`src/hdl/hbd_pkg.sv`:
```
// Package with constants, codes and types of the bus decoder.
`default_nettype none
package hbd_pkg;
    localparam int ROM_BYTES  = 32768;
    localparam int OAM_BYTES  = 160;
    localparam int CART_AW    = $clog2(ROM_BYTES);
    localparam int BOOT_BYTES = 256;
    localparam int VRAM_BYTES = 8192;
    localparam int WRAM_BYTES = 8192;
    localparam int HRAM_BYTES = 127;
    localparam int CLR_AW     = 13;
    localparam logic [16:0] ROM_LIMIT = 17'(ROM_BYTES);

    localparam logic [2:0] ACT_READ    = 3'd0;
    localparam logic [2:0] ACT_WRITE   = 3'd1;
    localparam logic [2:0] ACT_LD_CART = 3'd2;
    localparam logic [2:0] ACT_LD_BOOT = 3'd3;
    localparam logic [2:0] ACT_POLL    = 3'd4;

    localparam logic [15:0] ADDR_DMA      = 16'hFF46;
    localparam logic [15:0] ADDR_BOOT_OFF = 16'hFF50;
    localparam logic [15:0] ADDR_ECHO     = 16'hE000;

    typedef struct packed {
        logic [2:0]  action;
        logic [15:0] address;
        logic [7:0]  write_data;
        logic        cpu_halted;
        logic        master_enable;
    } t_req;

    typedef struct packed {
        logic [7:0] read_data;
        logic       status;
        logic       wake;
        logic       irq_taken;
        logic [6:0] irq_vector;
    } t_rsp;

    typedef struct packed {
        logic clr;
        logic capture;
        logic exec;
        logic rd;
        logic rd_done;
        logic dma_start;
        logic dma_rd;
        logic dma_wr;
        logic out_load;
    } t_cmd;

    typedef struct packed {
        logic clr_last;
        logic is_read;
        logic is_dma;
        logic dma_last;
    } t_stat;

    typedef enum logic [2:0] {
        S_CLEAR, S_IDLE, S_EXEC, S_RDATA, S_DMA_RD, S_DMA_WR, S_FINISH
    } t_state;

    typedef enum logic [2:0] {
        RG_BOOT, RG_CART, RG_VRAM, RG_WRAM, RG_OAM, RG_HRAM, RG_REG, RG_ERR
    } t_region;
endpackage
`default_nettype wire

```
`src/hdl/hbd_ctrl.sv`:
```
// Controller state machine that sequences clearing, requests and OAM DMA.
`default_nettype none
module hbd_ctrl (
    input  wire logic          i_clk,
    input  wire logic          i_rst_n,
    input  wire logic          i_in_valid,
    input  wire logic          i_out_ready,
    input  wire hbd_pkg::t_stat i_stat,
    output hbd_pkg::t_cmd      o_cmd,
    output logic               o_in_ready,
    output logic               o_out_valid
);
    hbd_pkg::t_state r_state, n_state;
    logic r_out_valid, n_out_valid;

    always_ff @(posedge i_clk) begin
        if (!i_rst_n) begin
            r_state     <= hbd_pkg::S_CLEAR;
            r_out_valid <= 1'b0;
        end else begin
            r_state     <= n_state;
            r_out_valid <= n_out_valid;
        end
    end

    always_comb begin
        n_state     = r_state;
        n_out_valid = r_out_valid && !i_out_ready;
        o_cmd       = '0;
        o_in_ready  = 1'b0;
        unique case (r_state)
            hbd_pkg::S_CLEAR: begin
                o_cmd.clr = 1'b1;
                if (i_stat.clr_last) n_state = hbd_pkg::S_IDLE;
            end
            hbd_pkg::S_IDLE: begin
                o_in_ready = 1'b1;
                if (i_in_valid) begin
                    o_cmd.capture = 1'b1;
                    n_state = hbd_pkg::S_EXEC;
                end
            end
            hbd_pkg::S_EXEC: begin
                priority if (i_stat.is_read) begin
                    o_cmd.rd = 1'b1;
                    n_state = hbd_pkg::S_RDATA;
                end else if (i_stat.is_dma) begin
                    o_cmd.dma_start = 1'b1;
                    n_state = hbd_pkg::S_DMA_RD;
                end else begin
                    o_cmd.exec = 1'b1;
                    n_state = hbd_pkg::S_FINISH;
                end
            end
            hbd_pkg::S_RDATA: begin
                o_cmd.rd_done = 1'b1;
                n_state = hbd_pkg::S_FINISH;
            end
            hbd_pkg::S_DMA_RD: begin
                o_cmd.dma_rd = 1'b1;
                n_state = hbd_pkg::S_DMA_WR;
            end
            hbd_pkg::S_DMA_WR: begin
                o_cmd.dma_wr = 1'b1;
                n_state = i_stat.dma_last ? hbd_pkg::S_FINISH : hbd_pkg::S_DMA_RD;
            end
            hbd_pkg::S_FINISH: begin
                if (!r_out_valid || i_out_ready) begin
                    o_cmd.out_load = 1'b1;
                    n_out_valid = 1'b1;
                    n_state = hbd_pkg::S_IDLE;
                end
            end
            default: n_state = hbd_pkg::S_CLEAR;
        endcase
    end

    assign o_out_valid = r_out_valid;
endmodule
`default_nettype wire

```
`config.mk`:
```
export PLATFORM = sky130hd
export DESIGN_NAME = hbd_ctrl
export DESIGN_NICKNAME = d
export VERILOG_FILES = /design/src/hdl/hbd_pkg.sv /design/src/hdl/hbd_ctrl.sv
export SDC_FILE = /design/constraint.sdc
export NUM_CORES = 1
export LEC_CHECK = 0
export BUFFER_PORTS_ARGS = -buffer_cell sky130_fd_sc_hd__buf_4
export CAP_MARGIN = 20
export CORE_AREA = 5 5 42 44
export DETAILED_ROUTE_END_ITERATION = 10
export DIE_AREA = 0 0 47 49
export PLACE_DENSITY = 0.56
export SLEW_MARGIN = 25
export SYNTH_ARGS = -nofsm -noshare
export SYNTH_HDL_FRONTEND = slang
export SYNTH_SLANG_ARGS = --single-unit
export TNS_END_PERCENT = 50
```
`constraint.sdc`:
```
create_clock -name i_clk -period 1.3 [get_ports i_clk]
set_input_delay 0.26 -clock i_clk [delete_from_list [all_inputs] [get_ports i_clk]]
set_output_delay 0.26 -clock i_clk [all_outputs]
set_load 0.01 [all_outputs]
```
==> results of run 1 <==
[worst max-delay path: cells and delay by family (launching register included)]
family        cells  cell delay (ns)
buf+inv           2             0.21
simple gates      2             0.33
flops             1             0.35
[cells by family after synthesis]
| kind of cell | after synthesis | share of synthesized area |
|---|---|---|
| DFF | 4 | 0.270 |
| AOI/OAI and AO/OA | 9 | 0.203 |
| buffers and inverters | 2 | 0.0295 |
| and+or+nand+nor | 24 | 0.498 |
[cell type report]
| class | count | share of cell area |
|---|---|---|
| multi-input combinational | 33 | 0.428 |
| sequential | 4 | 0.131 |
| timing repair buffer | 30 | 0.371 |
| inverter | 1 | 0.00568 |
| tap | 16 | 0.0303 |
| clock buffer | 3 | 0.0341 |
[repair_timing]
action,4_1_cts,5_1_grt
pin swaps,6,4
resized for setup,16,9
setup buffers,3,1
endpoints found under the setup margin,8,10
gates cloned,1,0
hold buffers,0,0
[worst max-delay path by stage]
stage	slack [ns]	end	cells past startpoint
final	-0.08	o_cmd[7]	4
after global placement	0.1	o_cmd[3]	3
after floorplan	0.08	o_cmd[6]	2
after global routing	-0.13	o_cmd[3]	3
after detailed placement	0.06	o_cmd[3]	3
after CTS	-0.11	o_cmd[7]	4
[through the flow]
stage / setup TNS, ns / cells
6_report: -0.401 / 87
5_1_grt: -0.841 / 87
4_1_cts: -0.445 / 86
3_5_place_dp: 0 / 79
3_3_place_gp: 0 / 79
2_1_floorplan: 0 / 39
[state kept, by name, indices dropped and copies added, names as in the netlist]
register / flops
o_out_valid: 1
r_state: 3
[synthesized netlist by cell type, drive strengths merged]
| library cell | n |
|---|---|
| or3 | 1 |
| nand3b | 1 |
| o211ai | 1 |
| dfxtp | 4 |
| nor4 | 1 |
| nor4b | 1 |
| o21ai | 2 |
| nor2 | 5 |
| o31a | 1 |
| nor3 | 3 |
| and3b | 1 |
| nand2 | 2 |
| a21o | 1 |
| and2 | 2 |
| nor2b | 1 |
| nor3b | 1 |
| buf | 1 |
| inv | 1 |
| o31ai | 1 |
| nand2b | 5 |
| a21oi | 3 |
[per-layer routing]
layer | routed length (um) | share of wire
met1 | 435 | 0.39
met2 | 631 | 0.57
met3 | 39 | 0.035
met4 | 0 | 0
met5 | 0 | 0
[power by group through the flow]
| stage | logic, W | clock network (W) | registers [W] |
|---|---|---|---|
| 2_1_floorplan | 0.0000709 | 0 | 0.000143 |
| 3_3_place_gp | 0.000162 | 0 | 0.000141 |
| 3_5_place_dp | 0.000160 | 0 | 0.000142 |
| 4_1_cts | 0.000206 | 0.000159 | 0.000144 |
| 5_1_grt | 0.000252 | 0.000171 | 0.000147 |
| 6_report | 0.000236 | 0.000162 | 0.000145 |
==> run summary, run 1 <==
Routed Antenna Nets -> 0
Most used cell, CP -> buf_6
Hold Path Depth -> 2
Clock power share -> 0.298
Commonest non-fill, non-tap cells in the layout -> buf_4, buf_6, nand2b_4, nor2_2, clkbuf_4
Hold/Removal Path Class -> in2reg
Number of library cell types mapped by synthesis -> 23
Total power -> 0.000542 W
Setup Viol. Count Final -> 9
Worst path max stage delay -> 0.35 ns
Sequential element share of the synthesized area -> 0.270
Antenna cells -> 0
Worst Tran Pin Value -> 0.224 ns
Post-Syn Instances -> 39
# fillers -> 140
Area leader, netlist -> dfxtp_1
Area used by multi-input combinational logic -> 283 um^2
H-Tree Depth -> 1
WHS -> 0.263 ns
TritonCTS buffer count -> 3
Hold Path End -> o_out_valid
Port Buffers -> 18
Die H -> 49 um
CTS Sinks -> 4
Relative slew slack -> 0.849
First-pass GRT wire length -> 1.75 mm
Max cap viols -> 0
Flop pwr share -> 0.267
Post-Route WL -> 1.11 mm
Place WS -> 0.0574 ns
Met1 GRT Util -> 0.115
Shortest period the worst path allows -> 1.38 ns
Cell Area, Placed -> 499 um^2
Area of the mapped netlist -> 297 um^2
Crit-path max FO -> 4
Clock tree root driver cell -> clkbuf_4
Sw Share -> 0.315
Fin. Hold Viols -> 0
Die extent in x -> 47 um
WL/cell -> 12.7 um
CTS tree -> yes
DRC viols -> 0
Share of cells above drive strength 1 -> 0.718
Status -> finished, violations left
Initial Util -> 0.212
Crit. Startpoint -> r_state[1]
Worst VDD drop -> 0.431 mV
Failing checks -> setup timing
Met2 Use GR -> 0.179
Vias -> 403
Die ar. -> 2300 um^2
Final worst slack -> -0.0841 ns
Busiest grt layer -> met2
Worst Min Path Start -> i_rst_n
Clock Skew -> 0.00231 ns
Comb pwr share -> 0.434
Core area -> 1400 um^2
Required time worst endpoint -> 1.04 ns
Register area -> 86.3 um^2
GR Overflow Total -> 0
Total GRT Usage -> 0.101
1st-iter DRT viols -> 10
Setup crit start kind -> flop
Final instance area -> 661 um^2
I/O Pins -> 19
Post-synth top area share -> 0.270
Fin. max-slew vios -> 0
M3 GR Usage -> 0.0111
Reg-to-reg slack, setup -> 0.13 ns
Row count -> 14
Max Buffers Root-to-Sink -> 2
Pleak -> 0.296 nW
FF-to-FF path depth -> 5
Vias per inst -> 4.63
Pwr/cell area -> 821 nW/um^2
Synth Net Count -> 47
Antenna violations before repair -> 0
Layout area overhead -> 123%
RSZ-0062 raised after global routing -> true
YS warnings -> 0
Fmax -> 722 MHz
Routability congestion estimate -> 0.790
Largest net degree at the start of global routing -> 6
Reg2reg end -> r_state[2]
Most common cell after layout, fill and taps aside -> buf_4
Register bit count reported by yosys -> 4
Vias in the first global route -> 430
Clk Latency, worst-skew pair -> 0.24 ns
CP max stage cell -> dfxtp_4
Finished Core Util -> 0.471
Avg Inst Size Synth -> 7.60 um^2
Area contributors post-synth -> dfxtp_1, nand2b_1, nor2_1
Worst-path clk slew -> 0.04 ns
Crit path cell chain -> buf_6, nor3b_4, and2_4, buf_6
CP endpoint kind -> primary output
# nets final -> 81
Tcrit/Tclk final -> 1.06
CP Class -> reg2out
Dpl hpwl -> 732 um
DR pass1 iterations -> 4
Net Switching -> 0.000171 W
Pint -> 0.000371 W
FF-to-FF Start -> r_state[0]
WP data arrival -> 1.12 ns
(Power assumes the default switching activity.)
==> run 2: changes to the inputs <==
--- a/config.mk
+++ b/config.mk
@@ -5,7 +5,7 @@
 export SDC_FILE = /design/constraint.sdc
 export NUM_CORES = 1
 export LEC_CHECK = 0
-export BUFFER_PORTS_ARGS = -buffer_cell sky130_fd_sc_hd__buf_4
+export BUFFER_PORTS_ARGS = -buffer_cell sky130_fd_sc_hd__clkbuf_2
 export CAP_MARGIN = 20
 export CORE_AREA = 5 5 42 44
 export DETAILED_ROUTE_END_ITERATION = 10
==> run 2 against run 1 <==
Compared with the run above: the run still ends with setup timing left; clock power about the same; final area is 19% lower; combinational power decreased by 35%; utilization is 8.9 points lower; via count decreased by 4.7%; fmax fell by 0.22%; final cell count down 5.7%; global-route usage shrank 0.87 points; sequential share of layout area grew 4.0 points.
==> run summary, run 2 (synthesis gave the netlist of run 1 again) <==
Status -> finished, violations left (unchanged)
Failing checks -> setup timing (unchanged)
Row count -> 14 (unchanged)
Hold/Removal Path Class -> in2reg (unchanged)
1st-iter DRT viols -> 6 (was 10)
Worst-path clk slew -> 0.04 ns (about the same)
Worst path max stage delay -> 0.35 ns (about the same)
Antenna cells -> 0 (unchanged)
Share of cells above drive strength 1 -> 0.636 (was 0.718)
Reg-to-reg slack, setup -> 0.17 ns (was 0.13 ns)
CP Class -> reg2out (unchanged)
Total power -> 0.000466 W (was 0.000542 W)
Comb pwr share -> 0.331 (was 0.434)
Crit. Startpoint -> r_state[2] (was r_state[1])
Register area -> 91.3 um^2 (was 86.3 um^2)
Clock Skew -> 0.00902 ns (was 0.00231 ns)
Commonest non-fill, non-tap cells in the layout -> clkbuf_2, buf_2, buf_4 (was buf_4, buf_6, nand2b_4, nor2_2, clkbuf_4)
Flop pwr share -> 0.322 (was 0.267)
Layout area overhead -> 80.6% (was 123%)
Max FFs per register -> 3 (unchanged)
Core area -> 1400 um^2 (unchanged)
Initial Util -> 0.212 (unchanged)
GR Overflow Total -> 0 (unchanged)
Tcrit/Tclk final -> 1.07 (was 1.06)
Routability congestion estimate -> 0.727 (was 0.790)
DR pass1 iterations -> 6 (was 4)
Reg with most FFs -> r_state (unchanged)
# nets final -> 76 (was 81)
Fin. max-slew vios -> 0 (unchanged)
H-Tree Depth -> 1 (unchanged)
Largest net degree at the start of global routing -> 9 (was 6)
Final worst slack -> -0.0872 ns (was -0.0841 ns)
Vias in the first global route -> 405 (was 430)
Worst Tran Pin Value -> 0.201 ns (was 0.224 ns)
WP data arrival -> 1.13 ns (was 1.12 ns)
Most common cell after layout, fill and taps aside -> clkbuf_2 (was buf_4)
Vias per inst -> 4.68 (was 4.63)
Placed cells -> 79 (unchanged)
Clock tree root driver cell -> clkbuf_4 (unchanged)
WL/cell -> 11.4 um (was 12.7 um)
I/O Pins -> 19 (unchanged)
Final instance area -> 536 um^2 (was 661 um^2)
CTS tree -> yes (unchanged)
Worst VDD drop -> 0.281 mV (was 0.431 mV)
Total GRT Usage -> 0.0921 (was 0.101)
CP endpoint kind -> primary output (unchanged)
RSZ-0062 raised after global routing -> true (unchanged)
CTS Sinks -> 4 (unchanged)
Clk Latency, worst-skew pair -> 0.24 ns (about the same)
WHS -> 0.268 ns (was 0.263 ns)
Die extent in x -> 47 um (unchanged)
Max cap viols -> 0 (unchanged)
TritonCTS buffer count -> 3 (unchanged)
Shortest period the worst path allows -> 1.39 ns (was 1.38 ns)
Sw Share -> 0.319 (was 0.315)
Dpl hpwl -> 742 um (was 732 um)
Antenna violations before repair -> 0 (unchanged)
Routed Antenna Nets -> 0 (unchanged)
Die ar. -> 2300 um^2 (unchanged)
Area used by multi-input combinational logic -> 251 um^2 (was 283 um^2)
Port Buffers -> 18 (unchanged)
CP delay by family, top -> flip-flops (unchanged)
Vias -> 384 (was 403)
Relative slew slack -> 0.865 (was 0.849)
Fin. Hold Viols -> 0 (unchanged)
FF-to-FF Start -> r_state[2] (was r_state[0])
Worst path bufs/invs -> 2 (unchanged)
Finished Core Util -> 0.382 (was 0.471)
Cell Area, Placed -> 454 um^2 (was 499 um^2)
Setup crit start kind -> flop (unchanged)
Clock power share -> 0.347 (was 0.298)
Crit-path max FO -> 5 (was 4)
Pleak -> 0.252 nW (was 0.296 nW)
Fmax -> 721 MHz (was 722 MHz)
Pwr/cell area -> 869 nW/um^2 (was 821 nW/um^2)
CP max stage cell -> dfxtp_4 (unchanged)
Worst Min Path Start -> i_rst_n (unchanged)
Required time worst endpoint -> 1.04 ns (about the same)
Crit path cell chain -> nand2b_4, buf_4, nor2_2, buf_2 (was buf_6, nor3b_4, and2_4, buf_6)
Max Buffers Root-to-Sink -> 2 (unchanged)
First-pass GRT wire length -> 1.55 mm (was 1.75 mm)
Pint -> 0.000317 W (was 0.000371 W)
Die H -> 49 um (unchanged)
# fillers -> 162 (was 140)
Net Switching -> 0.000149 W (was 0.000171 W)
Setup Viol. Count Final -> 9 (unchanged)
Post-Route WL -> 937 um (was 1.11 mm)
Post-Layout Cell Count -> 82 (was 87)
DRC viols -> 0 (unchanged)
run 2: final timing paths:
path / cells after the start / end
worst min-delay path: 3 / r_state[0]
worst max-delay path: 4 / o_cmd[5]
worst min register to register: 2 / r_state[0]
worst max register to register: 5 / r_state[2]
run 2: power by group through the flow:
stage | combinational (W) | clock (W) | sequential (W)
after floorplan | 0.0000709 | 0 | 0.000143
after global placement | 0.000135 | 0 | 0.000149
after detailed placement | 0.000136 | 0 | 0.000149
after CTS | 0.000151 | 0.000162 | 0.000148
after global routing | 0.000168 | 0.000179 | 0.000152
final | 0.000154 | 0.000162 | 0.000150
run 2: per-layer routing:
layer / up-vias / wire length, um / track usage
met3: 2 / 32 / 0.0148
li1: 194 / - / -
met4: 0 / 13 / 0.0691
met2: 8 / 519 / 0.161
met1: 180 / 371 / 0.0897
met5: - / 0 / 0
run 2: final cells by class:
type                       instances  area share
multi-input combinational         33       0.470
clock buffer                       3      0.0421
timing repair buffer              25       0.273
tap                               16      0.0374
inverter                           1     0.00701
sequential                         4       0.171
run 2: metrics by stage:
stage	setup TNS [ns]	worst slack, ns
detailed placement	0	0.0563
global placement	0	0.0533
floorplan	0	0.0840
global route	-0.931	-0.130
CTS	-0.523	-0.0884
finish	-0.355	-0.0872
run 2: worst reg2reg max path, stage by stage, from the launching register on:
cell and delay (ns):
dfxtp_4 0.37, buf_4 0.15, nand2_2 0.06, buf_4 0.14
a21o_1 0.15, and3b_1 0.15
run 2: what timing repair did:
action | CTS | global route
pin swaps | 3 | 0
resized for setup | 12 | 12
hold buffers | 0 | 0
setup endpoints to repair | 10 | 10
buffers inserted | 0 | 0
hold endpoints to repair | 0 | 0
